**src/design/intel_hex_record_parser_unit_defines.svh**
```systemverilog
// Assertion macros for the Intel HEX record parser.
// Each macro takes a label, an antecedent and a consequent and checks them
// on the rising edge of aclk while aresetn is high.
`ifndef INTEL_HEX_RECORD_PARSER_UNIT_DEFINES_SVH
`define INTEL_HEX_RECORD_PARSER_UNIT_DEFINES_SVH

`ifndef SYNTHESIS
// Same-cycle implication.
`define IHRP_ASSERT_IMP(label, ante, cons) \
    label: assert property (@(posedge aclk) disable iff (!aresetn) (ante) |-> (cons)) \
        else $error("intel_hex_record_parser_unit: assertion failed");
// Next-cycle implication.
`define IHRP_ASSERT_NXT(label, ante, cons) \
    label: assert property (@(posedge aclk) disable iff (!aresetn) (ante) |=> (cons)) \
        else $error("intel_hex_record_parser_unit: assertion failed");
`else
`define IHRP_ASSERT_IMP(label, ante, cons)
`define IHRP_ASSERT_NXT(label, ante, cons)
`endif

`endif

```
**src/design/ihrp_pkg.sv**
```systemverilog
`timescale 1ns / 1ps

package ihrp_pkg;

    // Parser phase codes.
    localparam logic [2:0] PH_IDLE   = 3'd0;
    localparam logic [2:0] PH_HEADER = 3'd1;
    localparam logic [2:0] PH_DATA   = 3'd2;
    localparam logic [2:0] PH_CHECK  = 3'd3;
    localparam logic [2:0] PH_GOT    = 3'd4;
    localparam logic [2:0] PH_EOF    = 3'd5;

    localparam logic [7:0] COLON_CHAR      = 8'h3A;
    localparam logic [2:0] HEADER_LAST_POS = 3'd7;  // eighth header digit
    localparam logic [7:0] REC_TYPE_EOF    = 8'h01;

    // One result word.
    typedef struct packed {
        logic        data_valid;
        logic [7:0]  data_byte;
        logic [7:0]  data_index;
        logic        record_done;
        logic        end_of_file;
        logic        checksum_ok;
        logic [7:0]  rec_length;
        logic [15:0] load_address;
        logic [7:0]  rec_type;
    } result_t;

    // ASCII hex digit to nibble; anything else reads as zero.
    function automatic logic [3:0] nibble_of(input logic [7:0] c);
        logic [3:0] n;
        n = 4'd0;
        if (c inside {[8'h30:8'h39]}) begin
            n = c[3:0];
        end else if (c inside {[8'h41:8'h46], [8'h61:8'h66]}) begin
            n = 4'(c[2:0] + 3'd1) + 4'd8;
        end
        return n;
    endfunction

endpackage

```
**src/design/ihrp_core.sv**
```systemverilog
`timescale 1ns / 1ps

// Parser state and next-state logic; one character per step.
module ihrp_core (
    input  logic                 aclk,
    input  logic                 aresetn,
    input  logic                 step_en,
    input  logic [7:0]           ch,
    output ihrp_pkg::result_t    result
);

    logic [2:0]  phase_reg, phase_next;
    logic [2:0]  digit_pos_reg, digit_pos_next;
    logic [7:0]  len_reg, len_next;
    logic [15:0] addr_reg, addr_next;
    logic [7:0]  type_reg, type_next;
    logic [7:0]  byte_counter_reg, byte_counter_next;
    logic [3:0]  data_nibble_reg, data_nibble_next;
    logic [7:0]  rx_check_reg, rx_check_next;
    logic [7:0]  sum_acc_reg, sum_acc_next;
    logic        sum_phase_reg, sum_phase_next;
    logic [3:0]  sum_nibble_reg, sum_nibble_next;

    always_comb begin
        logic [3:0] v;
        logic [7:0] sum_neg;
        v       = ihrp_pkg::nibble_of(ch);
        sum_neg = 8'(8'd0 - sum_acc_reg);

        phase_next        = phase_reg;
        digit_pos_next    = digit_pos_reg;
        len_next          = len_reg;
        addr_next         = addr_reg;
        type_next         = type_reg;
        byte_counter_next = byte_counter_reg;
        data_nibble_next  = data_nibble_reg;
        rx_check_next     = rx_check_reg;
        sum_acc_next      = sum_acc_reg;
        sum_phase_next    = sum_phase_reg;
        sum_nibble_next   = sum_nibble_reg;

        result = '0;

        // Running byte sum over header and data digits.
        if (phase_reg == ihrp_pkg::PH_HEADER || phase_reg == ihrp_pkg::PH_DATA) begin
            if (!sum_phase_reg) begin
                sum_nibble_next = v;
                sum_phase_next  = 1'b1;
            end else begin
                sum_acc_next    = 8'(sum_acc_reg + {sum_nibble_reg, v});
                sum_phase_next  = 1'b0;
                sum_nibble_next = 4'd0;
            end
        end

        // A finished record clears everything before this character is parsed.
        if (phase_reg == ihrp_pkg::PH_GOT || phase_reg == ihrp_pkg::PH_EOF) begin
            digit_pos_next    = 3'd0;
            len_next          = 8'd0;
            addr_next         = 16'd0;
            type_next         = 8'd0;
            byte_counter_next = 8'd0;
            data_nibble_next  = 4'd0;
            rx_check_next     = 8'd0;
            sum_acc_next      = 8'd0;
            sum_phase_next    = 1'b0;
            sum_nibble_next   = 4'd0;
        end

        case (phase_reg)
            ihrp_pkg::PH_HEADER: begin
                if (digit_pos_reg < 3'd2) begin
                    len_next = {len_reg[3:0], v};
                end else if (digit_pos_reg < 3'd6) begin
                    addr_next = {addr_reg[11:0], v};
                end else begin
                    type_next = {type_reg[3:0], v};
                end
                digit_pos_next = 3'(digit_pos_reg + 3'd1);
                if (digit_pos_reg == ihrp_pkg::HEADER_LAST_POS) begin
                    phase_next     = (len_next != 8'd0) ? ihrp_pkg::PH_DATA
                                                        : ihrp_pkg::PH_CHECK;
                    digit_pos_next = 3'd0;
                end
            end
            ihrp_pkg::PH_DATA: begin
                if (digit_pos_reg == 3'd0) begin
                    data_nibble_next = v;
                    digit_pos_next   = 3'd1;
                end else begin
                    result.data_valid = 1'b1;
                    result.data_byte  = {data_nibble_reg, v};
                    result.data_index = byte_counter_reg;
                    digit_pos_next    = 3'd0;
                    data_nibble_next  = 4'd0;
                    byte_counter_next = 8'(byte_counter_reg + 8'd1);
                    if (byte_counter_next == len_reg) begin
                        phase_next = ihrp_pkg::PH_CHECK;
                    end
                end
            end
            ihrp_pkg::PH_CHECK: begin
                rx_check_next = {rx_check_reg[3:0], v};
                if (digit_pos_reg == 3'd0) begin
                    digit_pos_next = 3'd1;
                end else begin
                    sum_acc_next       = sum_neg;
                    result.record_done = 1'b1;
                    result.checksum_ok = (sum_neg == rx_check_next);
                    if (type_reg == ihrp_pkg::REC_TYPE_EOF) begin
                        phase_next         = ihrp_pkg::PH_EOF;
                        result.end_of_file = 1'b1;
                    end else begin
                        phase_next = ihrp_pkg::PH_GOT;
                    end
                end
            end
            default: begin
                // Idle, finished record, or unused code: wait for a colon.
                phase_next = ihrp_pkg::PH_IDLE;
                if (ch == ihrp_pkg::COLON_CHAR) begin
                    phase_next     = ihrp_pkg::PH_HEADER;
                    digit_pos_next = 3'd0;
                end
            end
        endcase

        result.rec_length   = len_next;
        result.load_address = addr_next;
        result.rec_type     = type_next;
    end

    always_ff @(posedge aclk) begin
        if (!aresetn) begin
            phase_reg        <= ihrp_pkg::PH_IDLE;
            digit_pos_reg    <= 3'd0;
            len_reg          <= 8'd0;
            addr_reg         <= 16'd0;
            type_reg         <= 8'd0;
            byte_counter_reg <= 8'd0;
            data_nibble_reg  <= 4'd0;
            rx_check_reg     <= 8'd0;
            sum_acc_reg      <= 8'd0;
            sum_phase_reg    <= 1'b0;
            sum_nibble_reg   <= 4'd0;
        end else if (step_en) begin
            phase_reg        <= phase_next;
            digit_pos_reg    <= digit_pos_next;
            len_reg          <= len_next;
            addr_reg         <= addr_next;
            type_reg         <= type_next;
            byte_counter_reg <= byte_counter_next;
            data_nibble_reg  <= data_nibble_next;
            rx_check_reg     <= rx_check_next;
            sum_acc_reg      <= sum_acc_next;
            sum_phase_reg    <= sum_phase_next;
            sum_nibble_reg   <= sum_nibble_next;
        end
    end

endmodule

```
**src/design/intel_hex_record_parser_unit.sv**
```systemverilog
// Intel HEX record parser: one ASCII character in, one result word out.
// The result for a character is registered and is on m_* in the cycle after it is accepted.
// Throughput: one character per cycle while the sink keeps m_ready high; the output
// register is refilled in the same cycle its word is taken, so ready stays high under a flowing sink.
// Reset: synchronous, active-low aresetn clears parser state (idle, all fields
// zero) and empties the output register.
`timescale 1ns / 1ps
`include "intel_hex_record_parser_unit_defines.svh"

module intel_hex_record_parser_unit (
    input  logic        aclk,
    input  logic        aresetn,

    // Character input.
    input  logic        s_valid,
    output logic        s_ready,
    input  logic [7:0]  s_ch,

    // Result output.
    output logic        m_valid,
    input  logic        m_ready,
    output logic        m_data_valid,
    output logic [7:0]  m_data_byte,
    output logic [7:0]  m_data_index,
    output logic        m_record_done,
    output logic        m_end_of_file,
    output logic        m_checksum_ok,
    output logic [7:0]  m_rec_length,
    output logic [15:0] m_load_address,
    output logic [7:0]  m_rec_type
);

    ihrp_pkg::result_t result;
    ihrp_pkg::result_t out_reg;
    logic              out_valid_reg;
    logic              accept;

    // Take a new character whenever the output slot is free or being drained.
    assign s_ready = !out_valid_reg || m_ready;
    assign accept  = s_valid && s_ready;

    // State machine: advances only on an accepted character.
    ihrp_core u_core (
        .aclk    (aclk),
        .aresetn (aresetn),
        .step_en (accept),
        .ch      (s_ch),
        .result  (result)
    );

    // Output register: valid flag is control, payload needs no reset.
    always_ff @(posedge aclk) begin
        if (!aresetn) begin
            out_valid_reg <= 1'b0;
        end else if (accept) begin
            out_valid_reg <= 1'b1;
        end else if (m_ready) begin
            out_valid_reg <= 1'b0;
        end
    end

    always_ff @(posedge aclk) begin
        if (accept) begin
            out_reg <= result;
        end
    end

    assign m_valid        = out_valid_reg;
    assign m_data_valid   = out_reg.data_valid;
    assign m_data_byte    = out_reg.data_byte;
    assign m_data_index   = out_reg.data_index;
    assign m_record_done  = out_reg.record_done;
    assign m_end_of_file  = out_reg.end_of_file;
    assign m_checksum_ok  = out_reg.checksum_ok;
    assign m_rec_length   = out_reg.rec_length;
    assign m_load_address = out_reg.load_address;
    assign m_rec_type     = out_reg.rec_type;

    // A data byte and a record end never complete on the same character.
    `IHRP_ASSERT_IMP(a_byte_not_done, m_valid, !(m_data_valid && m_record_done))
    // End of file and checksum status only come with a finished record.
    `IHRP_ASSERT_IMP(a_eof_needs_done, m_valid && m_end_of_file, m_record_done)
    `IHRP_ASSERT_IMP(a_ok_needs_done, m_valid && m_checksum_ok, m_record_done)
    // Every accepted character produces a word in the next cycle.
    `IHRP_ASSERT_NXT(a_accept_fills, s_valid && s_ready, m_valid)

endmodule

```
**config.mk**
```make
export PLATFORM = sky130hd
export DESIGN_NAME = intel_hex_record_parser_unit
export DESIGN_NICKNAME = d
export VERILOG_FILES = /design/src/design/ihrp_pkg.sv /design/src/design/ihrp_core.sv /design/src/design/intel_hex_record_parser_unit.sv
export VERILOG_INCLUDE_DIRS = /design/src /design/src/design
export SDC_FILE = /design/constraint.sdc
export NUM_CORES = 1
export LEC_CHECK = 0
export ABC_CLOCK_PERIOD_IN_PS = 5900
export BUFFER_PORTS_ARGS = -buffer_cell sky130_fd_sc_hd__clkbuf_2
export CORE_ASPECT_RATIO = 1.1
export CORE_MARGIN = 5
export CORE_UTILIZATION = 30
export CTS_BUF_LIST = sky130_fd_sc_hd__clkbuf_8
export CTS_CLUSTER_SIZE = 25
export DETAILED_ROUTE_END_ITERATION = 7
export HOLD_SLACK_MARGIN = 0.08
export PLACE_DENSITY_LB_ADDON = 0.2
export SYNTH_ARGS = -nofsm -noshare
export SYNTH_HDL_FRONTEND = slang
export SYNTH_SLANG_ARGS = --single-unit
```
**constraint.sdc**
```tcl
create_clock -name aclk -period 5.9 [get_ports aclk]
set_input_delay 1.18 -clock aclk [delete_from_list [all_inputs] [get_ports aclk]]
set_output_delay 1.18 -clock aclk [all_outputs]
set_load 0.03 [all_outputs]
```
==> results_dict.tcl, run 1 <==
set metrics [dict create \
    hpwl_mm 10.96 \
    drt-total-wl_mm 15.77 \
    final.setup_skew_ns 0.01234 \
    final_nets 726 \
    synth_common_cells "87 x nand2_1, 68 x dfxtp_1, 56 x nor2_1" \
    vdd.ir_drop.worst_mv 0.1235 \
    final_layout_size_suffix_gt1_frac 0.1746 \
    static-leakage-power_nw 2.601 \
    synth.area.top_cells "edfxtp_1 26%, dfxtp_1 23%, nand2_1 5.4%, a22oi_1 5.2%, o21ai_0 4.3%" \
    antenna_cells_inserted 0 \
    top_level_ports 66 \
    largest_net_degree_at_the_start_of_global_routing 39 \
    cts_made_buffers 17 \
    pre_repair_dr_iteration_count 4 \
    yosys.cell_types.count 68 \
    h_tree_depth 4 \
    report.final.setup_viol 0 \
    start_kind "input port" \
    grt_pass1_vias 4970 \
    route.detailed.wl_per_inst_um 16.40 \
    worst_path_max_delay_cell "a21oi_1" \
    status "finished, final reports clean" \
    cts_resized 0 \
    maxSlewViolCount 0 \
    critical_path.max_stage_delay_ns 0.53 \
    wire_length_of_the_first_global_routing_pass_mm 26.11 \
    final-hold-violation-count 0 \
    cpLargestDelayFamily "compound AO/OA/AOI/OAI gates" \
    synth_enable_flop_cells 52 \
    cp_cell_sequence "clkbuf_2 > inv_1 > ha_1 > o21bai_1 > a21oi_1 > a21oi_1 > inv_1 > ha_1 > inv_1 > fa_1 > nor2b_1 > o21a_1 > o21ai_0 > a21oi_1 > o31ai_1 > a21boi_0" \
    fp.dieArea_um2 23090 \
    clock-sinks 120 \
    number_of_antenna_violations_at_the_first_check_in_global_routing 0 \
    total_power_mw 1.842 \
    globalRouteOverflowTotal 0 \
    numPortBuffers 65 \
    fin_setup_tns_ns 0 \
    fillerInstances 2086 \
    critPathMaxFanout 7 \
    vias_per_cell 5.104 \
    critPathBufInv 4 \
    route.antenna.remaining_nets 0 \
    coreArea_um2 19860 \
    min_period_over_period 0.6623 \
    synthToLayoutAreaGrowth_pct 15.67 \
    dp_worst_setup_slack_ns 1.487 \
    synth_ff_type "dfxtp_1" \
    syn_area_per_cell_um2 9.371 \
    timing.critical_path.required_ns 6.22 \
    initialDrtViolationCount 311 \
    power_per_cell_area_nw_per_um2 263.5 \
    ys.warnings.count 0 \
    cap_viol_max_count 0 \
    final_core_util 0.3520 \
    globalRouteTotalUtil 0.1373 \
    clockBufferDepth 2 \
    synth_most_common_cell "nand2_1" \
    hold_buffers 0 \
    floorplan.rows 54 \
    chipHeight_um 158.9 \
    mappedNetlistNets 674 \
    synth_seq_cells 120 \
    critical_path_arrival_ns 4.22 \
    synth_area_um2 6045 \
    max_freq_mhz 255.9 \
    post-route-drc-count 0 \
    synth.top_cell.area_share 0.2583 \
    timing.final.ws_setup_ns 1.992 \
    async_reset_ff_frac 0 \
    syn-instance-count 645 \
    max_slew.worst_pin.slew_ns 0.9990 \
    final_estimated_routing_congestion_in_global_placement 0.8268 \
    rsz0062_at_grt "no" \
    postCtsSetupBuffers 0 \
    criticalPathCategory "in2reg" \
    initial_utilization 0.3043 \
    tritoncts "done" \
    synthDominantAreaCellType "edfxtp_1" \
    seq_area_frac_synth 0.4835 \
    clock_latency_late_sink_ns 0.43 \
    maxSlewHeadroom 0.3340 \
    holdCritPathClass "reg2reg" \
    cp-end-kind "flop" \
    die-width_um 145.3 \
    cell_at_the_root_of_the_clock_tree "clkbuf_8" \
    timing.final.crit_period_ns 3.908 \
    clk_transition_reported_paths_ns 0.08 \
    num_vias 4910 \
]
## layout by cell type, fill, tap and decap left out, types with 18 or more instances in the layout
cell,instances
nand2_1,87
dfxtp_1,68
clkbuf_2,65
nor2_1,56
o21ai_0,52
edfxtp_1,52
a22oi_1,42
and2_1,21
a21oi_1,20
clkbuf_8,20
xnor2_1,18
## routing by layer
metal	vias to the layer above	global-route usage	wire length (um)
met3	29	0.03563	722
met2	118	0.2305	7705
li1	2417	-	-
met5	-	0	0
met4	0	0.05428	408
met1	2346	0.1683	6935
## where the power goes
group	internal (mW)	switching, mW	total (mW)
sequential	0.884	0.0103	0.894
clock	0.450	0.348	0.798
combinational	0.0391	0.110	0.149
total	1.37	0.469	1.84
## worst paths after layout
path                                           end  depth (start not counted)                             startpoint  slack (ns)
min          u_core.sum_nibble_reg[0]$_SDFFE_PN0P_                          2  u_core.sum_nibble_reg[0]$_SDFFE_PN0P_        0.48
max reg2reg        u_core.type_reg[3]$_SDFFE_PN0P_                          6       u_core.phase_reg[0]$_SDFFE_PN0P_        3.13
max             u_core.sum_acc_reg[6]$_SDFFE_PN0P_                         16                                s_ch[0]        1.99
min reg2reg  u_core.sum_nibble_reg[0]$_SDFFE_PN0P_                          2  u_core.sum_nibble_reg[0]$_SDFFE_PN0P_        0.48
## layout make-up
class                           count  area (um2)  share of cell area
Timing Repair Buffer               74       392.9             0.05619
Clock buffer                       20       275.3             0.03937
Sequential cell                   120        2923              0.4180
Multi-Input combinational cell    468        2872              0.4107
Clock inverter                     12       148.9             0.02130
Tap cell                          252       315.3             0.04510
Inverter                           16       65.06            0.009306
## metrics by stage
stage	cells	hold slack (ns)	area (um2)
floorplan	645	0.4408	6045
global placement	930	0.4690	6568
detailed placement	930	0.4739	6568
CTS	962	0.4843	6992
global route	962	0.5048	6992
finish	962	0.4824	6992
## cells by family after synthesis
kind of cell	after synthesis	share of synthesized area
compound gates	160	0.1770
fa+ha+maj	17	0.03643
mux	3	0.004968
simple gates	258	0.2132
xor+xnor	30	0.04347
buf+inv	57	0.04140
flops	120	0.4835
## worst min-delay path, cell delays in order (launching register included)
cell      delay, ns
dfxtp_1        0.32
nand2_1        0.05
a21boi_0       0.06
No activity file was read; power rests on OpenSTA's default activity.
==> inputs of run 2 (changes only) <==
--- a/config.mk
+++ b/config.mk
@@ -6,7 +6,7 @@
 export SDC_FILE = /design/constraint.sdc
 export NUM_CORES = 1
 export LEC_CHECK = 0
-export ABC_CLOCK_PERIOD_IN_PS = 5900
+export ABC_CLOCK_PERIOD_IN_PS = 3800
 export BUFFER_PORTS_ARGS = -buffer_cell sky130_fd_sc_hd__clkbuf_2
 export CORE_ASPECT_RATIO = 1.1
 export CORE_MARGIN = 5
==> constraint.sdc (replaced) <==
create_clock -name aclk -period 3.8 [get_ports aclk]
set_input_delay 0.76 -clock aclk [delete_from_list [all_inputs] [get_ports aclk]]
set_output_delay 0.76 -clock aclk [all_outputs]
set_load 0.03 [all_outputs]
==> run 2 against run 1 <==
Effect of this change:
- global-route usage down 0.089 points
- die area unchanged
- core utilization up 0.21 points
- sequential power up 55%
- cell count up 0.62%
- routed wire length down 0.69%
- clock power up 53%
==> results_dict.tcl, run 2 (same netlist as run 1, synthesis figures left out) <==
set metrics [dict create \
    hpwl_mm 11.07 \
    coreArea_um2 19860 \
    power_per_cell_area_nw_per_um2 404.3 \
    cts_made_buffers 17 \
    clk_transition_reported_paths_ns 0.07 \
    report.final.setup_viol 0 \
    final-hold-violation-count 0 \
    hold_slack_ns 0.4834 \
    drt-total-wl_mm 15.66 \
    critPathMaxFanout 5 \
    hold_buffers 0 \
    max_freq_mhz 326.4 \
    cap_viol_max_count 0 \
    wire_length_of_the_first_global_routing_pass_mm 25.67 \
    cp-end-kind "flop" \
    final_layout_size_suffix_gt1_frac 0.1830 \
    h_tree_depth 4 \
    max_slew.worst_pin.slew_ns 0.8258 \
    final_nets 732 \
    initialDrtViolationCount 387 \
    min_period_over_period 0.8063 \
    tritoncts "done" \
    numPortBuffers 65 \
    vias_per_cell 5.096 \
    die-width_um 145.3 \
    fin_setup_tns_ns 0 \
    timing.final.crit_period_ns 3.064 \
    maxSlewHeadroom 0.4474 \
    clock_latency_late_sink_ns 0.44 \
    route.antenna.remaining_nets 0 \
    num_vias 4933 \
    final.setup_skew_ns 0.006114 \
    critical_path_arrival_ns 3.40 \
    final_estimated_routing_congestion_in_global_placement 0.8605 \
    clock-sinks 120 \
    fp.dieArea_um2 23090 \
    criticalPathCategory "in2reg" \
    start_kind "input port" \
    timing.critical_path.required_ns 4.13 \
    fillerInstances 2077 \
    vdd.ir_drop.worst_mv 0.2434 \
    post-route-drc-count 0 \
    rsz0062_at_grt "no" \
    cts_resized 0 \
    postCtsSetupBuffers 0 \
    globalRouteOverflowTotal 0 \
    floorplan.rows 54 \
    static-leakage-power_nw 2.618 \
    clockBufferDepth 2 \
    antenna_cells_inserted 0 \
    final_common_cell "nand2_1" \
    chipHeight_um 158.9 \
    top_level_ports 66 \
    number_of_antenna_violations_at_the_first_check_in_global_routing 0 \
    cell_at_the_root_of_the_clock_tree "clkbuf_8" \
    largest_net_degree_at_the_start_of_global_routing 47 \
    status "finished, final reports clean" \
    maxSlewViolCount 0 \
    initial_utilization 0.3043 \
    globalRouteTotalUtil 0.1364 \
    holdCritPathClass "reg2reg" \
    final_cell_mix "87 x nand2_1, 68 x dfxtp_1, 65 x clkbuf_2, 56 x nor2_1" \
    grt_pass1_vias 4774 \
    synthToLayoutAreaGrowth_pct 16.35 \
    route.detailed.wl_per_inst_um 16.18 \
    pre_repair_dr_iteration_count 7 \
]
-- run 2: critical path: stages --
cell and delay, ns:
clkbuf_2 0.10, or4b_4 0.55, a311oi_2 0.28, a22o_1 0.30, inv_6 0.08, fa_1 0.45
nor2b_1 0.15, o21a_1 0.13, o21ai_0 0.12, and3_1 0.20, o31ai_1 0.17, a21boi_0 0.10
-- run 2: worst paths after layout --
path | from | to | slack [ns] | depth (start not counted)
worst max-delay path | s_ch[7] | u_core.sum_acc_reg[6]$_SDFFE_PN0P_ | 0.74 | 12
worst min-delay path | u_core.sum_nibble_reg[0]$_SDFFE_PN0P_ | u_core.sum_nibble_reg[0]$_SDFFE_PN0P_ | 0.48 | 2
worst max register to register | u_core.phase_reg[2]$_SDFFE_PN0P_ | u_core.byte_counter_reg[6]$_SDFFE_PN0P_ | 1.29 | 8
worst min register to register | u_core.sum_nibble_reg[0]$_SDFFE_PN0P_ | u_core.sum_nibble_reg[0]$_SDFFE_PN0P_ | 0.48 | 2
-- run 2: cell type report --
cell class | instances | area [um2] | share of cell area
well taps | 252 | 315.3 | 0.04483
clock inverters | 14 | 172.7 | 0.02455
multi-input cells | 468 | 2872 | 0.4083
repair buffers | 80 | 437.9 | 0.06227
flip-flops and latches | 120 | 2923 | 0.4156
clock buffers | 18 | 247.7 | 0.03523
inverters | 16 | 65.06 | 0.009251
-- run 2: per-stage QoR --
step | std cells | setup slack, ns | util | total power [mW] | cell area (um2)
2_1_floorplan | 645 | 0.2757 | - | 1.578 | 6045
3_3_place_gp | 936 | 0.3391 | 0.3329 | 1.649 | 6613
3_5_place_dp | 936 | 0.3021 | 0.3329 | 1.654 | 6613
4_1_cts | 968 | 0.7835 | 0.3541 | 2.877 | 7033
5_1_grt | 968 | 0.5604 | 0.3541 | 2.958 | 7033
6_report | 968 | 0.7360 | 0.3541 | 2.843 | 7033
-- run 2: layer usage --
| metal | global-route usage | vias up | share of wire |
|---|---|---|---|
| met4 | 0.04495 | 0 | 0.017 |
| met3 | 0.04504 | 21 | 0.049 |
| met2 | 0.2288 | 109 | 0.49 |
| li1 | - | 2438 | - |
| met5 | 0 | - | 0 |
| met1 | 0.1652 | 2365 | 0.44 |
-- run 2: report_power, final --
part / switching (mW) / internal [mW]
clock: 0.552 / 0.668
combinational: 0.173 / 0.0632
sequential: 0.0152 / 1.37
total: 0.740 / 2.10
==> inputs of run 3 (changes only) <==
--- a/config.mk
+++ b/config.mk
@@ -6,7 +6,8 @@
 export SDC_FILE = /design/constraint.sdc
 export NUM_CORES = 1
 export LEC_CHECK = 0
-export ABC_CLOCK_PERIOD_IN_PS = 3800
+export ABC_AREA = 1
+export ABC_CLOCK_PERIOD_IN_PS = 3200
 export BUFFER_PORTS_ARGS = -buffer_cell sky130_fd_sc_hd__clkbuf_2
 export CORE_ASPECT_RATIO = 1.1
 export CORE_MARGIN = 5
==> constraint.sdc (replaced) <==
create_clock -name aclk -period 3.2 [get_ports aclk]
set_input_delay 0.64 -clock aclk [delete_from_list [all_inputs] [get_ports aclk]]
set_output_delay 0.64 -clock aclk [all_outputs]
set_load 0.03 [all_outputs]
==> run 3 against run 2 <==
Effect of this change:
- final area up 3.5%
- combinational power up 80%
- die area up 2.2%
- routed wire length is 0.13% lower
- synthesized cell count grew 18%
- flip-flop and latch count stayed put
- clock-buffer cell count up 1
- worst setup slack worse by 0.20 ns
- sequential share of layout area fell by 1.4 points
- critical path type unchanged
- critical endpoint unchanged
- largest power group unchanged
==> results_dict.tcl, run 3 <==
set metrics [dict create \
    status "finished, final reports clean" \
    async_reset_ff_frac 0 \
    power_per_cell_area_nw_per_um2 509.0 \
    worst_path_max_delay_cell "fa_1" \
    h_tree_depth 4 \
    largest_net_degree_at_the_start_of_global_routing 65 \
    mappedNetlistNets 793 \
    cts_made_buffers 17 \
    maxSlewHeadroom 0.5864 \
    seq_area_frac_synth 0.4725 \
    criticalPathCategory "in2reg" \
    synth_most_common_cell "nand2_1" \
    rsz0062_at_grt "no" \
    synth.area.top_cells "edfxtp_1 25%, dfxtp_1 22%, nand2_1 8.6%, inv_1 6.5%, a21oi_1 5.3%" \
    clk_transition_reported_paths_ns 0.08 \
    hpwl_mm 11.21 \
    synthDominantAreaCellType "edfxtp_1" \
    min_period_over_period 0.8316 \
    critical_path.max_stage_delay_ns 0.40 \
    synth_common_cells "142 x nand2_1, 107 x inv_1, 68 x dfxtp_1" \
    fp.dieArea_um2 23600 \
    ys.warnings.count 0 \
    post-route-drc-count 0 \
    synthToLayoutAreaGrowth_pct 17.66 \
    globalRouteTotalUtil 0.1381 \
    cts_resized 0 \
    cap_viol_max_count 0 \
    synth_ff_type "dfxtp_1" \
    final-hold-violation-count 0 \
    clock_latency_late_sink_ns 0.45 \
    route.detailed.wl_per_inst_um 14.11 \
    final_estimated_routing_congestion_in_global_placement 0.8547 \
    syn_area_per_cell_um2 8.097 \
    pre_repair_dr_iteration_count 5 \
    drt-total-wl_mm 15.64 \
    top_level_ports 66 \
    timing.critical_path.required_ns 3.59 \
    maxSlewViolCount 0 \
    chipHeight_um 160.6 \
    synth_enable_flop_cells 52 \
    final_common_cell "nand2_1" \
    clock-sinks 120 \
    final_nets 869 \
    globalRouteOverflowTotal 0 \
    critical_path_arrival_ns 3.05 \
    numPortBuffers 65 \
    start_kind "input port" \
    timing.final.crit_period_ns 2.661 \
    static-leakage-power_nw 3.174 \
    synth.top_cell.area_share 0.2524 \
    holdCritPathClass "reg2reg" \
    fin_setup_tns_ns 0 \
    initialDrtViolationCount 256 \
    report.final.setup_viol 0 \
    cell_at_the_root_of_the_clock_tree "clkbuf_8" \
    synth_area_um2 6186 \
    die-width_um 146.9 \
    clockBufferDepth 2 \
    syn-instance-count 764 \
    yosys.cell_types.count 49 \
    critPathMaxFanout 3 \
    vdd.ir_drop.worst_mv 0.2583 \
    max_slew.worst_pin.slew_ns 0.6182 \
    route.antenna.remaining_nets 0 \
    max_freq_mhz 375.8 \
    final_layout_size_suffix_gt1_frac 0.1958 \
    floorplan.rows 55 \
    coreArea_um2 20440 \
    cp-end-kind "flop" \
    numPlacedInstances 1077 \
    grt_pass1_vias 5204 \
    layoutNonFillerInstCount 1109 \
    postCtsSetupBuffers 0 \
    crit_top_cell "nand2_1" \
    synth_seq_cells 120 \
    initial_utilization 0.3027 \
    vias_per_cell 4.652 \
    final_cell_mix "141 x nand2_1, 109 x inv_1, 68 x dfxtp_1, 66 x a21oi_1, 65 x clkbuf_2" \
    antenna_cells_inserted 0 \
    cp_cell_sequence "clkbuf_2 > inv_1 > ha_1 > nor2_1 > nor2_1 > nand2_1 > nand2_1 > nand2_1 > nand2_1 > inv_1 > ha_1 > inv_1 > fa_1 > nand3b_1 > nand2_1 > nand2_1 > nand2_1 > a21oi_1 > xor2_1 > nand2_1 > o211ai_1 > a21oi_1" \
    hold_buffers 0 \
    tritoncts "done" \
    number_of_antenna_violations_at_the_first_check_in_global_routing 0 \
    num_vias 5159 \
    final.setup_skew_ns 0.01821 \
    wire_length_of_the_first_global_routing_pass_mm 26.23 \
]
-- run 3: cell type report --
type	count	area, um2
Clock inverter	13	185.2
Multi-Input combinational cell	500	2678
Fill cell	2158	13160
Sequential cell	120	2923
Inverter	120	452.9
Clock buffer	19	261.5
Tap cell	256	320.3
Timing Repair Buffer	81	457.9
-- run 3: metal layers --
layer	GRT usage	vias up	wire, um
li1	-	2685	-
met1	0.1672	2373	7128
met2	0.2385	85	7642
met3	0.03640	16	635
met4	0.04619	0	236
met5	0	-	0
-- run 3: worst paths after layout --
path,startpoint,endpoint,slack (ns),cells after the start
worst max register to register,u_core.digit_pos_reg[1]$_SDFFE_PN0P_,u_core.byte_counter_reg[2]$_SDFFE_PN0P_,1.10,10
worst max-delay path,s_ch[0],u_core.sum_acc_reg[6]$_SDFFE_PN0P_,0.54,22
worst min-delay path,u_core.data_nibble_reg[3]$_SDFFE_PN0P_,u_core.data_nibble_reg[3]$_SDFFE_PN0P_,0.47,2
worst min register to register,u_core.data_nibble_reg[3]$_SDFFE_PN0P_,u_core.data_nibble_reg[3]$_SDFFE_PN0P_,0.47,2
-- run 3: logic make-up after synthesis --
family | Yosys count | share of synthesized area
buffers and inverters | 144 | 0.09507
AOI/OAI and AO/OA | 167 | 0.1535
and+or+nand+nor | 304 | 0.2263
DFF | 120 | 0.4725
adders and majority gates | 17 | 0.03560
xor gates and xnor gates | 12 | 0.01699
-- run 3: stage by stage --
stage | total power, mW | instance area (um2) | util | worst slack [ns] | hold slack [ns]
global route | 3.863 | 7278 | 0.3561 | 0.1711 | 0.4935
detailed placement | 2.184 | 6832 | 0.3343 | 0.1050 | 0.4659
global placement | 2.182 | 6832 | 0.3343 | 0.1527 | 0.4584
finish | 3.705 | 7278 | 0.3561 | 0.5387 | 0.4709
floorplan | 2.057 | 6186 | - | 0.3345 | 0.4430
CTS | 3.747 | 7278 | 0.3561 | 0.5394 | 0.4765
-- run 3: critical path, delay by kind of cell --
kind                       cells  cell delay [ns]
AOI/OAI and AO/OA              3             0.28
xor gates and xnor gates       1             0.14
adders and majority gates      3             0.77
buffers and inverters          4             0.31
and+or+nand+nor               11             0.92
-- run 3: power by group --
group | leakage [nW] | internal, mW | total [mW] | switching, mW
logic | 1.86 | 0.129 | 0.424 | 0.296
registers | 1.08 | 1.68 | 1.72 | 0.0375
clock network | 0.232 | 0.951 | 1.56 | 0.609
